**src/rtl/ansc_pkg.sv**
```systemverilog
`timescale 1ns / 1ps
// shared constants, event type and helper types for the annex b nal unit scanner
package ansc_pkg;

    localparam int unsigned MAX_UNIT_BYTES = 16777216;
    localparam int POS_W   = 25;
    localparam int OFS_W   = 24;
    localparam int LEN_W   = 24;
    localparam int TOTAL_W = 25;
    localparam logic [TOTAL_W-1:0] TOTAL_MAX = '1;

    localparam logic [1:0] CODEC_H264 = 2'd0;
    localparam logic [1:0] CODEC_H265 = 2'd1;

    // register index taken from the word address
    localparam logic REG_CODEC_MODE = 1'b0;

    localparam int FIFO_DEPTH = 4;
    localparam int FIFO_AW    = 2;

    localparam int TDATA_W = 96;

    typedef struct packed {
        logic             has_unit;
        logic [OFS_W-1:0] offset;
        logic [LEN_W-1:0] length;
        logic [7:0]       header;
        logic             last;
        logic             overflow;
    } ansc_evt_t;

    typedef struct packed {
        logic full;
        logic empty;
    } ansc_fifo_stat_t;

endpackage

```
**src/rtl/ansc_front.sv**
```systemverilog
`timescale 1ns / 1ps
// byte scanner: start code detection and unit boundary tracking
module ansc_front (
    input  logic                     aclk,
    input  logic                     aresetn,
    input  logic                     s_tvalid,
    output logic                     s_tready,
    input  logic [7:0]               s_tdata,   // byte_value
    input  logic                     s_tlast,   // last_byte
    input  ansc_pkg::ansc_fifo_stat_t fifo_stat,
    output logic                     evt_push,
    output ansc_pkg::ansc_evt_t      evt
);

    logic [ansc_pkg::POS_W-1:0] pos_reg, pos_next;
    logic [1:0]                 zrun_reg, zrun_next;
    logic                       start_reg, start_next;
    logic [ansc_pkg::OFS_W-1:0] begin_reg, begin_next;
    logic [7:0]                 hdr_reg, hdr_next;
    logic                       ovf_reg, ovf_next;

    logic                       acc;
    logic                       in_range;
    logic                       is_sc;
    logic                       unit_sc;
    logic                       unit_last;
    logic [7:0]                 hdr_eff;
    logic [ansc_pkg::POS_W-1:0] code_begin;
    logic [ansc_pkg::POS_W-1:0] pos_inc;
    logic [ansc_pkg::POS_W-1:0] end_pos;

    assign s_tready = !fifo_stat.full;
    assign acc      = s_tvalid && s_tready;

    always_comb begin
        in_range   = pos_reg < ansc_pkg::POS_W'(ansc_pkg::MAX_UNIT_BYTES);
        hdr_eff    = (start_reg && in_range && pos_reg[ansc_pkg::OFS_W-1:0] == begin_reg)
                     ? s_tdata : hdr_reg;
        is_sc      = in_range && s_tdata == 8'h01 && zrun_reg >= 2'd2;
        code_begin = pos_reg - {{(ansc_pkg::POS_W-2){1'b0}}, zrun_reg};
        pos_inc    = pos_reg + 1'b1;
        unit_sc    = is_sc && start_reg && ({1'b0, begin_reg} < code_begin);

        pos_next   = pos_reg;
        zrun_next  = zrun_reg;
        start_next = start_reg;
        begin_next = begin_reg;
        hdr_next   = hdr_eff;
        ovf_next   = ovf_reg;

        if (in_range) begin
            pos_next = pos_inc;
            if (is_sc) begin
                zrun_next = 2'd0;
                if (pos_inc < ansc_pkg::POS_W'(ansc_pkg::MAX_UNIT_BYTES)) begin
                    begin_next = pos_inc[ansc_pkg::OFS_W-1:0];
                    start_next = 1'b1;
                end else begin
                    start_next = 1'b0;
                end
            end else if (s_tdata == 8'h00) begin
                if (zrun_reg != 2'd3) begin
                    zrun_next = zrun_reg + 1'b1;
                end
            end else begin
                zrun_next = 2'd0;
            end
        end else begin
            ovf_next = 1'b1;
        end

        // open unit runs to the end of the access unit
        unit_last = s_tlast && start_next && ({1'b0, begin_next} < pos_next);

        end_pos          = unit_sc ? code_begin : pos_next;
        evt.has_unit     = unit_sc || unit_last;
        evt.offset       = unit_sc ? begin_reg : begin_next;
        evt.length       = ansc_pkg::LEN_W'(end_pos - {1'b0, evt.offset});
        evt.header       = hdr_eff;
        evt.last         = s_tlast;
        evt.overflow     = ovf_next;
        evt_push         = acc && (unit_sc || unit_last || s_tlast);

        if (s_tlast) begin
            pos_next   = '0;
            zrun_next  = '0;
            start_next = 1'b0;
            begin_next = '0;
            hdr_next   = '0;
            ovf_next   = 1'b0;
        end
    end

    always_ff @(posedge aclk) begin
        if (!aresetn) begin
            pos_reg   <= '0;
            zrun_reg  <= '0;
            start_reg <= 1'b0;
            begin_reg <= '0;
            hdr_reg   <= '0;
            ovf_reg   <= 1'b0;
        end else if (acc) begin
            pos_reg   <= pos_next;
            zrun_reg  <= zrun_next;
            start_reg <= start_next;
            begin_reg <= begin_next;
            hdr_reg   <= hdr_next;
            ovf_reg   <= ovf_next;
        end
    end

endmodule

```
**src/rtl/ansc_fifo.sv**
```systemverilog
`timescale 1ns / 1ps
// small event queue between the byte scanner and the record builder
module ansc_fifo (
    input  logic                      aclk,
    input  logic                      aresetn,
    input  logic                      push,
    input  ansc_pkg::ansc_evt_t       push_evt,
    input  logic                      pop,
    output ansc_pkg::ansc_evt_t       head_evt,
    output ansc_pkg::ansc_fifo_stat_t stat
);

    ansc_pkg::ansc_evt_t          mem [ansc_pkg::FIFO_DEPTH];
    logic [ansc_pkg::FIFO_AW-1:0] wr_ptr_reg;
    logic [ansc_pkg::FIFO_AW-1:0] rd_ptr_reg;
    logic [ansc_pkg::FIFO_AW:0]   count_reg, count_next;

    assign head_evt   = mem[rd_ptr_reg];
    assign stat.full  = count_reg == (ansc_pkg::FIFO_AW+1)'(ansc_pkg::FIFO_DEPTH);
    assign stat.empty = count_reg == '0;

    always_comb begin
        count_next = count_reg;
        case ({push, pop})
            2'b10:   count_next = count_reg + 1'b1;
            2'b01:   count_next = count_reg - 1'b1;
            default: count_next = count_reg;
        endcase
    end

    always_ff @(posedge aclk) begin
        if (!aresetn) begin
            wr_ptr_reg <= '0;
            rd_ptr_reg <= '0;
            count_reg  <= '0;
        end else begin
            if (push) begin
                wr_ptr_reg <= wr_ptr_reg + 1'b1;
            end
            if (pop) begin
                rd_ptr_reg <= rd_ptr_reg + 1'b1;
            end
            count_reg <= count_next;
        end
    end

    always_ff @(posedge aclk) begin
        if (push) begin
            mem[wr_ptr_reg] <= push_evt;
        end
    end

endmodule

```
**src/rtl/ansc_back.sv**
```systemverilog
`timescale 1ns / 1ps
// record builder: type and drop decision, sample size sum, output register
module ansc_back (
    input  logic                      aclk,
    input  logic                      aresetn,
    input  logic [1:0]                codec_mode,
    input  ansc_pkg::ansc_evt_t       evt,
    input  ansc_pkg::ansc_fifo_stat_t fifo_stat,
    output logic                      evt_pop,
    output logic                      m_tvalid,
    input  logic                      m_tready,
    output logic [ansc_pkg::TDATA_W-1:0] m_tdata,
    output logic                      m_tuser,
    output logic                      m_tlast
);

    logic                           m_tvalid_reg;
    logic [ansc_pkg::TDATA_W-1:0]   m_tdata_reg, m_tdata_next;
    logic                           m_tuser_reg;
    logic                           m_tlast_reg;
    logic [ansc_pkg::TOTAL_W-1:0]   kept_reg, kept_next;

    logic [5:0]                     unit_type;
    logic                           drop;
    logic [ansc_pkg::TOTAL_W-1:0]   add;
    logic [ansc_pkg::TOTAL_W:0]     sum;
    logic [ansc_pkg::TOTAL_W-1:0]   kept_new;
    logic [ansc_pkg::TOTAL_W-1:0]   sample_bytes;

    assign evt_pop  = !fifo_stat.empty && (!m_tvalid_reg || m_tready);
    assign m_tvalid = m_tvalid_reg;
    assign m_tdata  = m_tdata_reg;
    assign m_tuser  = m_tuser_reg;
    assign m_tlast  = m_tlast_reg;

    always_comb begin
        if (codec_mode == ansc_pkg::CODEC_H265) begin
            unit_type = evt.header[6:1];
        end else begin
            unit_type = {1'b0, evt.header[4:0]};
        end

        case (codec_mode)
            ansc_pkg::CODEC_H264: drop = unit_type == 6'd7 || unit_type == 6'd8;
            ansc_pkg::CODEC_H265: drop = unit_type == 6'd32 || unit_type == 6'd33
                                         || unit_type == 6'd34;
            default:              drop = 1'b0;
        endcase

        add = {1'b0, evt.length} + ansc_pkg::TOTAL_W'(4);
        sum = {1'b0, kept_reg} + {1'b0, add};
        if (evt.has_unit && !drop) begin
            kept_new = sum[ansc_pkg::TOTAL_W] ? ansc_pkg::TOTAL_MAX
                                              : sum[ansc_pkg::TOTAL_W-1:0];
        end else begin
            kept_new = kept_reg;
        end
        kept_next    = evt.last ? '0 : kept_new;
        sample_bytes = kept_new;

        m_tdata_next = '0;
        if (evt.has_unit) begin
            m_tdata_next[23:0]  = evt.offset;
            m_tdata_next[47:24] = evt.length;
            m_tdata_next[55:48] = evt.header;
            m_tdata_next[61:56] = unit_type;
            m_tdata_next[62]    = drop;
        end
        if (evt.last) begin
            m_tdata_next[87:63] = sample_bytes;
            m_tdata_next[88]    = sample_bytes == '0;
            m_tdata_next[89]    = evt.overflow;
        end
    end

    always_ff @(posedge aclk) begin
        if (!aresetn) begin
            m_tvalid_reg <= 1'b0;
            kept_reg     <= '0;
        end else if (evt_pop) begin
            m_tvalid_reg <= 1'b1;
            kept_reg     <= kept_next;
        end else if (m_tready) begin
            m_tvalid_reg <= 1'b0;
        end
    end

    always_ff @(posedge aclk) begin
        if (evt_pop) begin
            m_tdata_reg <= m_tdata_next;
            m_tuser_reg <= evt.has_unit;
            m_tlast_reg <= evt.last;
        end
    end

endmodule

```
**src/rtl/annexb_nal_unit_scanner_core.sv**
```systemverilog
`timescale 1ns / 1ps
// top level of the annex b nal unit scanner with its register port
// Takes one byte of an access unit per cycle on the s_ stream, with tlast on
// the final byte, and sustains one byte per clock. The byte scanner forms each
// event combinationally from its state registers; each byte that completes a
// unit or closes the access unit puts one event in a four-entry queue, from
// which the record builder fills a single output register, so s_tready only
// drops when the queue is full while the m_ side stalls. A result passes
// through the queue and then the output register. m_tuser marks a record that
// carries a nal unit, m_tlast the record that closes the access unit.
// codec_mode (address 0) must be written only while no records are outstanding.
module annexb_nal_unit_scanner_core (
    input  logic         aclk,
    input  logic         aresetn,
    input  logic         s_tvalid,
    output logic         s_tready,
    input  logic [7:0]   s_tdata,   // [7:0] byte_value
    input  logic         s_tlast,   // last_byte
    output logic         m_tvalid,
    input  logic         m_tready,
    // [23:0] unit_offset, [47:24] unit_length, [55:48] unit_header,
    // [61:56] unit_type, [62] unit_dropped, [87:63] sample_bytes,
    // [88] sample_empty, [89] size_overflow, [95:90] zero
    output logic [95:0]  m_tdata,
    output logic         m_tuser,   // [0] unit_valid
    output logic         m_tlast,   // end_of_unit
    input  logic         psel,
    input  logic         penable,
    input  logic         pwrite,
    input  logic [2:0]   paddr,
    input  logic [31:0]  pwdata,
    output logic [31:0]  prdata,
    output logic         pready
);

    logic [1:0]                codec_mode_reg;
    logic                      evt_push;
    logic                      evt_pop;
    ansc_pkg::ansc_evt_t       push_evt;
    ansc_pkg::ansc_evt_t       head_evt;
    ansc_pkg::ansc_fifo_stat_t fifo_stat;

    assign pready = 1'b1;
    assign prdata = (paddr[2] == ansc_pkg::REG_CODEC_MODE) ? {30'b0, codec_mode_reg} : '0;

    always_ff @(posedge aclk) begin
        if (!aresetn) begin
            codec_mode_reg <= ansc_pkg::CODEC_H264;
        end else if (psel && penable && pwrite && pready
                     && paddr[2] == ansc_pkg::REG_CODEC_MODE) begin
            codec_mode_reg <= pwdata[1:0];
        end
    end

    ansc_front u_front (
        .aclk      (aclk),
        .aresetn   (aresetn),
        .s_tvalid  (s_tvalid),
        .s_tready  (s_tready),
        .s_tdata   (s_tdata),
        .s_tlast   (s_tlast),
        .fifo_stat (fifo_stat),
        .evt_push  (evt_push),
        .evt       (push_evt)
    );

    ansc_fifo u_fifo (
        .aclk     (aclk),
        .aresetn  (aresetn),
        .push     (evt_push),
        .push_evt (push_evt),
        .pop      (evt_pop),
        .head_evt (head_evt),
        .stat     (fifo_stat)
    );

    ansc_back u_back (
        .aclk       (aclk),
        .aresetn    (aresetn),
        .codec_mode (codec_mode_reg),
        .evt        (head_evt),
        .fifo_stat  (fifo_stat),
        .evt_pop    (evt_pop),
        .m_tvalid   (m_tvalid),
        .m_tready   (m_tready),
        .m_tdata    (m_tdata),
        .m_tuser    (m_tuser),
        .m_tlast    (m_tlast)
    );

endmodule

```
**config.mk**
```make
export PLATFORM = sky130hd
export DESIGN_NAME = annexb_nal_unit_scanner_core
export DESIGN_NICKNAME = d
export VERILOG_FILES = /design/src/rtl/ansc_pkg.sv /design/src/rtl/ansc_front.sv /design/src/rtl/ansc_fifo.sv /design/src/rtl/ansc_back.sv /design/src/rtl/annexb_nal_unit_scanner_core.sv
export SDC_FILE = /design/constraint.sdc
export NUM_CORES = 1
export LEC_CHECK = 0
export ABC_CLOCK_PERIOD_IN_PS = 9100
export BUFFER_PORTS_ARGS = -buffer_cell sky130_fd_sc_hd__buf_2
export CORE_UTILIZATION = 30
export DETAILED_ROUTE_END_ITERATION = 6
export SLEW_MARGIN = 20
export SYNTH_ARGS = -nofsm -noshare
export SYNTH_HDL_FRONTEND = slang
export SYNTH_SLANG_ARGS = --single-unit
```
**constraint.sdc**
```tcl
create_clock -name aclk -period 9.1 [get_ports aclk]
set_input_delay 0.91 -clock aclk [delete_from_list [all_inputs] [get_ports aclk]]
set_output_delay 0.91 -clock aclk [all_outputs]
set_load 0.01 [all_outputs]
```
==> insert_results.sql <==
INSERT INTO impl_metrics (metric_group, metric, value, unit) VALUES
('run_status', 'run_status', 'finished, final reports clean', ''),
('worst_setup_path', 'worstPathMaxFanout', '15', ''),
('timing', 'timing.final.max_slew_violations', '0', ''),
('die', 'initial_core_util', '0.3042', ''),
('finish', 'fillers', '7297', ''),
('worst_setup_path', 'critical_path_arrival', '8.21', 'ns'),
('cts', 'clock_path_buffers', '3', ''),
('detailed_routing', 'drc', '0', ''),
('worst_setup_path', 'timing.critical_path.slowest_stage_cell', 'sky130_fd_sc_hd__or4_1', ''),
('placement', 'port_buffers', '114', ''),
('finish', 'non_filler_cells_in_the_finished_layout', '2992', ''),
('yosys', 'post_synth_main_area_contributors', 'sky130_fd_sc_hd__edfxtp_1, sky130_fd_sc_hd__dfxtp_1, sky130_fd_sc_hd__ha_1', ''),
('timing', 'fin_crit', '7.842', 'ns'),
('finish', 'postLayoutCellArea', '0.02569', 'mm2'),
('power_and_ir_drop', 'vdd_drop_max', '0.0001988', 'V'),
('die', 'placement_rows', '100', ''),
('timing', 'report.final.setup_viol', '0', ''),
('yosys', 'number_of_enable_type_register_cells_in_the_synthesized_netlist', '328', ''),
('worst_setup_path', 'endpoint_type_of_the_worst_setup_path', 'flop', ''),
('cts', 'cts-buffers-inserted', '46', ''),
('grt', 'via_count_of_the_first_global_routing_pass', '14970', ''),
('placement', 'numPlacedInstances', '2908', ''),
('power_and_ir_drop', 'static-leakage-power', '0.009900', 'uW'),
('cts', 'worstSkewPairLatency', '0.58', 'ns'),
('detailed_routing', 'routedWlPerCell', '18.68', 'um'),
('die', 'die_y', '277.0', 'um'),
('yosys', 'synth_top_flop_cell', 'sky130_fd_sc_hd__edfxtp_1', ''),
('worst_setup_path', 'crit-reg2reg-capture', 'u_fifo.mem[1][32]', ''),
('timing', 'finalClockSkew', '0.02525', 'ns'),
('finish', 'finalNetCount', '2170', ''),
('cts', 'cts.htree.levels', '2', ''),
('worst_setup_path', 'reg2reg_setup_slack', '1.26', 'ns'),
('cts', 'post_cts_hold_buffer_count', '0', ''),
('grt', 'initial_antenna_violation_count', '1', ''),
('detailed_routing', 'initialDrtViolationCount', '1029', ''),
('yosys', 'synth_area', '0.02269', 'mm2'),
('cts', 'cts-resized-gates', '0', ''),
('finish', 'largest_register_ff_count', '236', ''),
('timing', 'setup_total_negative_slack', '0', 'ns'),
('finish', 'diodes', '0', ''),
('die', 'die_width', '277.0', 'um'),
('timing', 'max_freq', '0.1275', 'GHz'),
('detailed_routing', 'route.detailed.vias_per_inst', '4.972', ''),
('detailed_routing', 'routed_antenna_nets', '0', ''),
('worst_setup_path', 'criticalPathCategory', 'reg -> reg', ''),
('worst_setup_path', 'cp_slowest_stage_delay', '0.64', 'ns'),
('yosys', 'synth_top_area_frac', '0.4341', ''),
('job', 'drv.max_cap_violation_count', '0', ''),
('yosys', 'async_reset_ff_frac', '0', ''),
('worst_setup_path', 'critical_path_required_time', '9.47', 'ns'),
('hold_path', 'worst_hold_launch', 'u_back.m_tvalid', ''),
('timing', 'timing.max_slew.rel_slack', '0.3211', ''),
('finish', 'area_growth_syn_to_layout', '13.23', '%'),
('timing', 'final_min_period_over_clock_period', '0.8618', ''),
('grt', 'grt_start_max_net_pins', '98', ''),
('hold_path', 'holdCritPathClass', 'reg -> reg', ''),
('placement', 'placement.cell_area', '0.02412', 'mm2'),
('cts', 'clock_sink_count', '426', ''),
('placement', 'place_ws', '1.356', 'ns'),
('placement', 'dp_hpwl', '39.26', 'mm'),
('worst_setup_path', 'cp-startpoint', 'u_front.pos_reg[2]', ''),
('timing', 'final_critical_path_setup_slack', '1.258', 'ns'),
('cts', 'post-cts-setup-buffer-count', '0', ''),
('grt', 'globalRouteOverflowTotal', '0', ''),
('detailed_routing', 'routed_wl', '55.90', 'mm'),
('yosys', 'yosys_warning_total', '0', ''),
('yosys', 'netlist-cell-type-count', '79', ''),
('yosys', 'largest_area_contributor_in_the_synthesized_netlist', 'sky130_fd_sc_hd__edfxtp_1', ''),
('cts', 'cts.clk_slew.worst_paths', '0.06', 'ns'),
('grt', 'global_route.usage.total', '0.1437', ''),
('detailed_routing', 'vias', '14880', '');
==> routing by layer <==
layer,up-vias,track usage,part of all wire
met5,-,0,0.00023
met4,2,0.03875,0.022
met3,90,0.02497,0.048
met2,373,0.2505,0.49
met1,7293,0.1826,0.44
li1,7118,-,-
==> layout make-up <==
class                   instances  share of cell area
flip-flops and latches        426              0.4600
multi-input cells            1318              0.3944
well taps                     969             0.04720
clock buffers                  54             0.04676
repair buffers                136             0.02864
clock inverters                30             0.01427
inverters                      59            0.008719
==> where the power goes <==
part	internal, uW	switching [uW]
logic	806	1330
clock network	1150	780
registers	2520	162
==> worst max-delay path by stage <==
stage,endpoint,slack (ns),depth (start not counted)
final,u_fifo.mem[1][32],1.26,29
after detailed placement,u_fifo.mem[2][32],1.36,29
after global placement,u_fifo.mem[0][32],1.36,29
after floorplan,u_fifo.mem[0][32],2.36,32
after global routing,u_fifo.mem[1][32],0.63,30
after CTS,u_fifo.mem[2][32],1.29,29
==> metrics by stage <==
step | util | hold WS [ns]
final | 0.3445 | 0.4978
after CTS | 0.3445 | 0.5053
after floorplan | - | 0.4582
after global routing | 0.3445 | 0.5291
after detailed placement | 0.3235 | 0.4932
after global placement | 0.3235 | 0.4768
==> worst max-delay path, delay by kind of cell, from the launching register on <==
| family | cells | cell delay, ns |
|---|---|---|
| AO/OA/AOI/OAI | 12 | 3.08 |
| AND/OR/NAND/NOR | 9 | 2.20 |
| adder cells (fa/ha/maj) | 3 | 0.88 |
| flip-flops | 1 | 0.47 |
| XOR/XNOR | 2 | 0.40 |
| buffers and inverters | 2 | 0.37 |
| multiplexers | 1 | 0.26 |
==> logic make-up (layout without fill, tap and decap cells) <==
| logic type | Yosys count | in the layout | synth area share |
|---|---|---|---|
| compound gates | 349 | 349 | 0.1016 |
| xor+xnor | 134 | 134 | 0.05173 |
| fa+ha+maj | 132 | 132 | 0.07412 |
| buf+inv | 191 | 279 | 0.03954 |
| flops | 426 | 426 | 0.5206 |
| mux | 122 | 122 | 0.08642 |
| other cells | 2 | 37 | 0.0003310 |
| simple gates | 544 | 544 | 0.1256 |
==> placed cells by master (no fill, tap or decap), types with 15 or more instances in the layout <==
cell | synthesis | layout
sky130_fd_sc_hd__nand2_1 | 99 | 98
sky130_fd_sc_hd__a21oi_1 | 86 | 86
sky130_fd_sc_hd__xnor2_1 | 87 | 87
sky130_fd_sc_hd__inv_1 | 58 | 58
sky130_fd_sc_hd__nand3_1 | 28 | 28
sky130_fd_sc_hd__clkbuf_16 | 0 | 46
sky130_fd_sc_hd__and2_1 | 107 | 103
sky130_fd_sc_hd__o21a_1 | 15 | 15
sky130_fd_sc_hd__mux4_2 | 58 | 58
sky130_fd_sc_hd__mux2i_1 | 53 | 53
sky130_fd_sc_hd__nor2b_1 | 65 | 64
sky130_fd_sc_hd__a22oi_1 | 37 | 37
sky130_fd_sc_hd__edfxtp_1 | 328 | 328
sky130_fd_sc_hd__buf_4 | 38 | 22
sky130_fd_sc_hd__xor2_1 | 47 | 47
sky130_fd_sc_hd__dfxtp_1 | 98 | 96
sky130_fd_sc_hd__o21ai_0 | 89 | 88
sky130_fd_sc_hd__conb_1 | 2 | 37
sky130_fd_sc_hd__nor2_1 | 121 | 120
sky130_fd_sc_hd__nor3_1 | 38 | 38
sky130_fd_sc_hd__nand2b_1 | 15 | 15
sky130_fd_sc_hd__ha_1 | 128 | 128
sky130_fd_sc_hd__buf_2 | 11 | 114
sky130_fd_sc_hd__a21o_1 | 19 | 19
No activity file was read; power rests on OpenSTA's default activity.
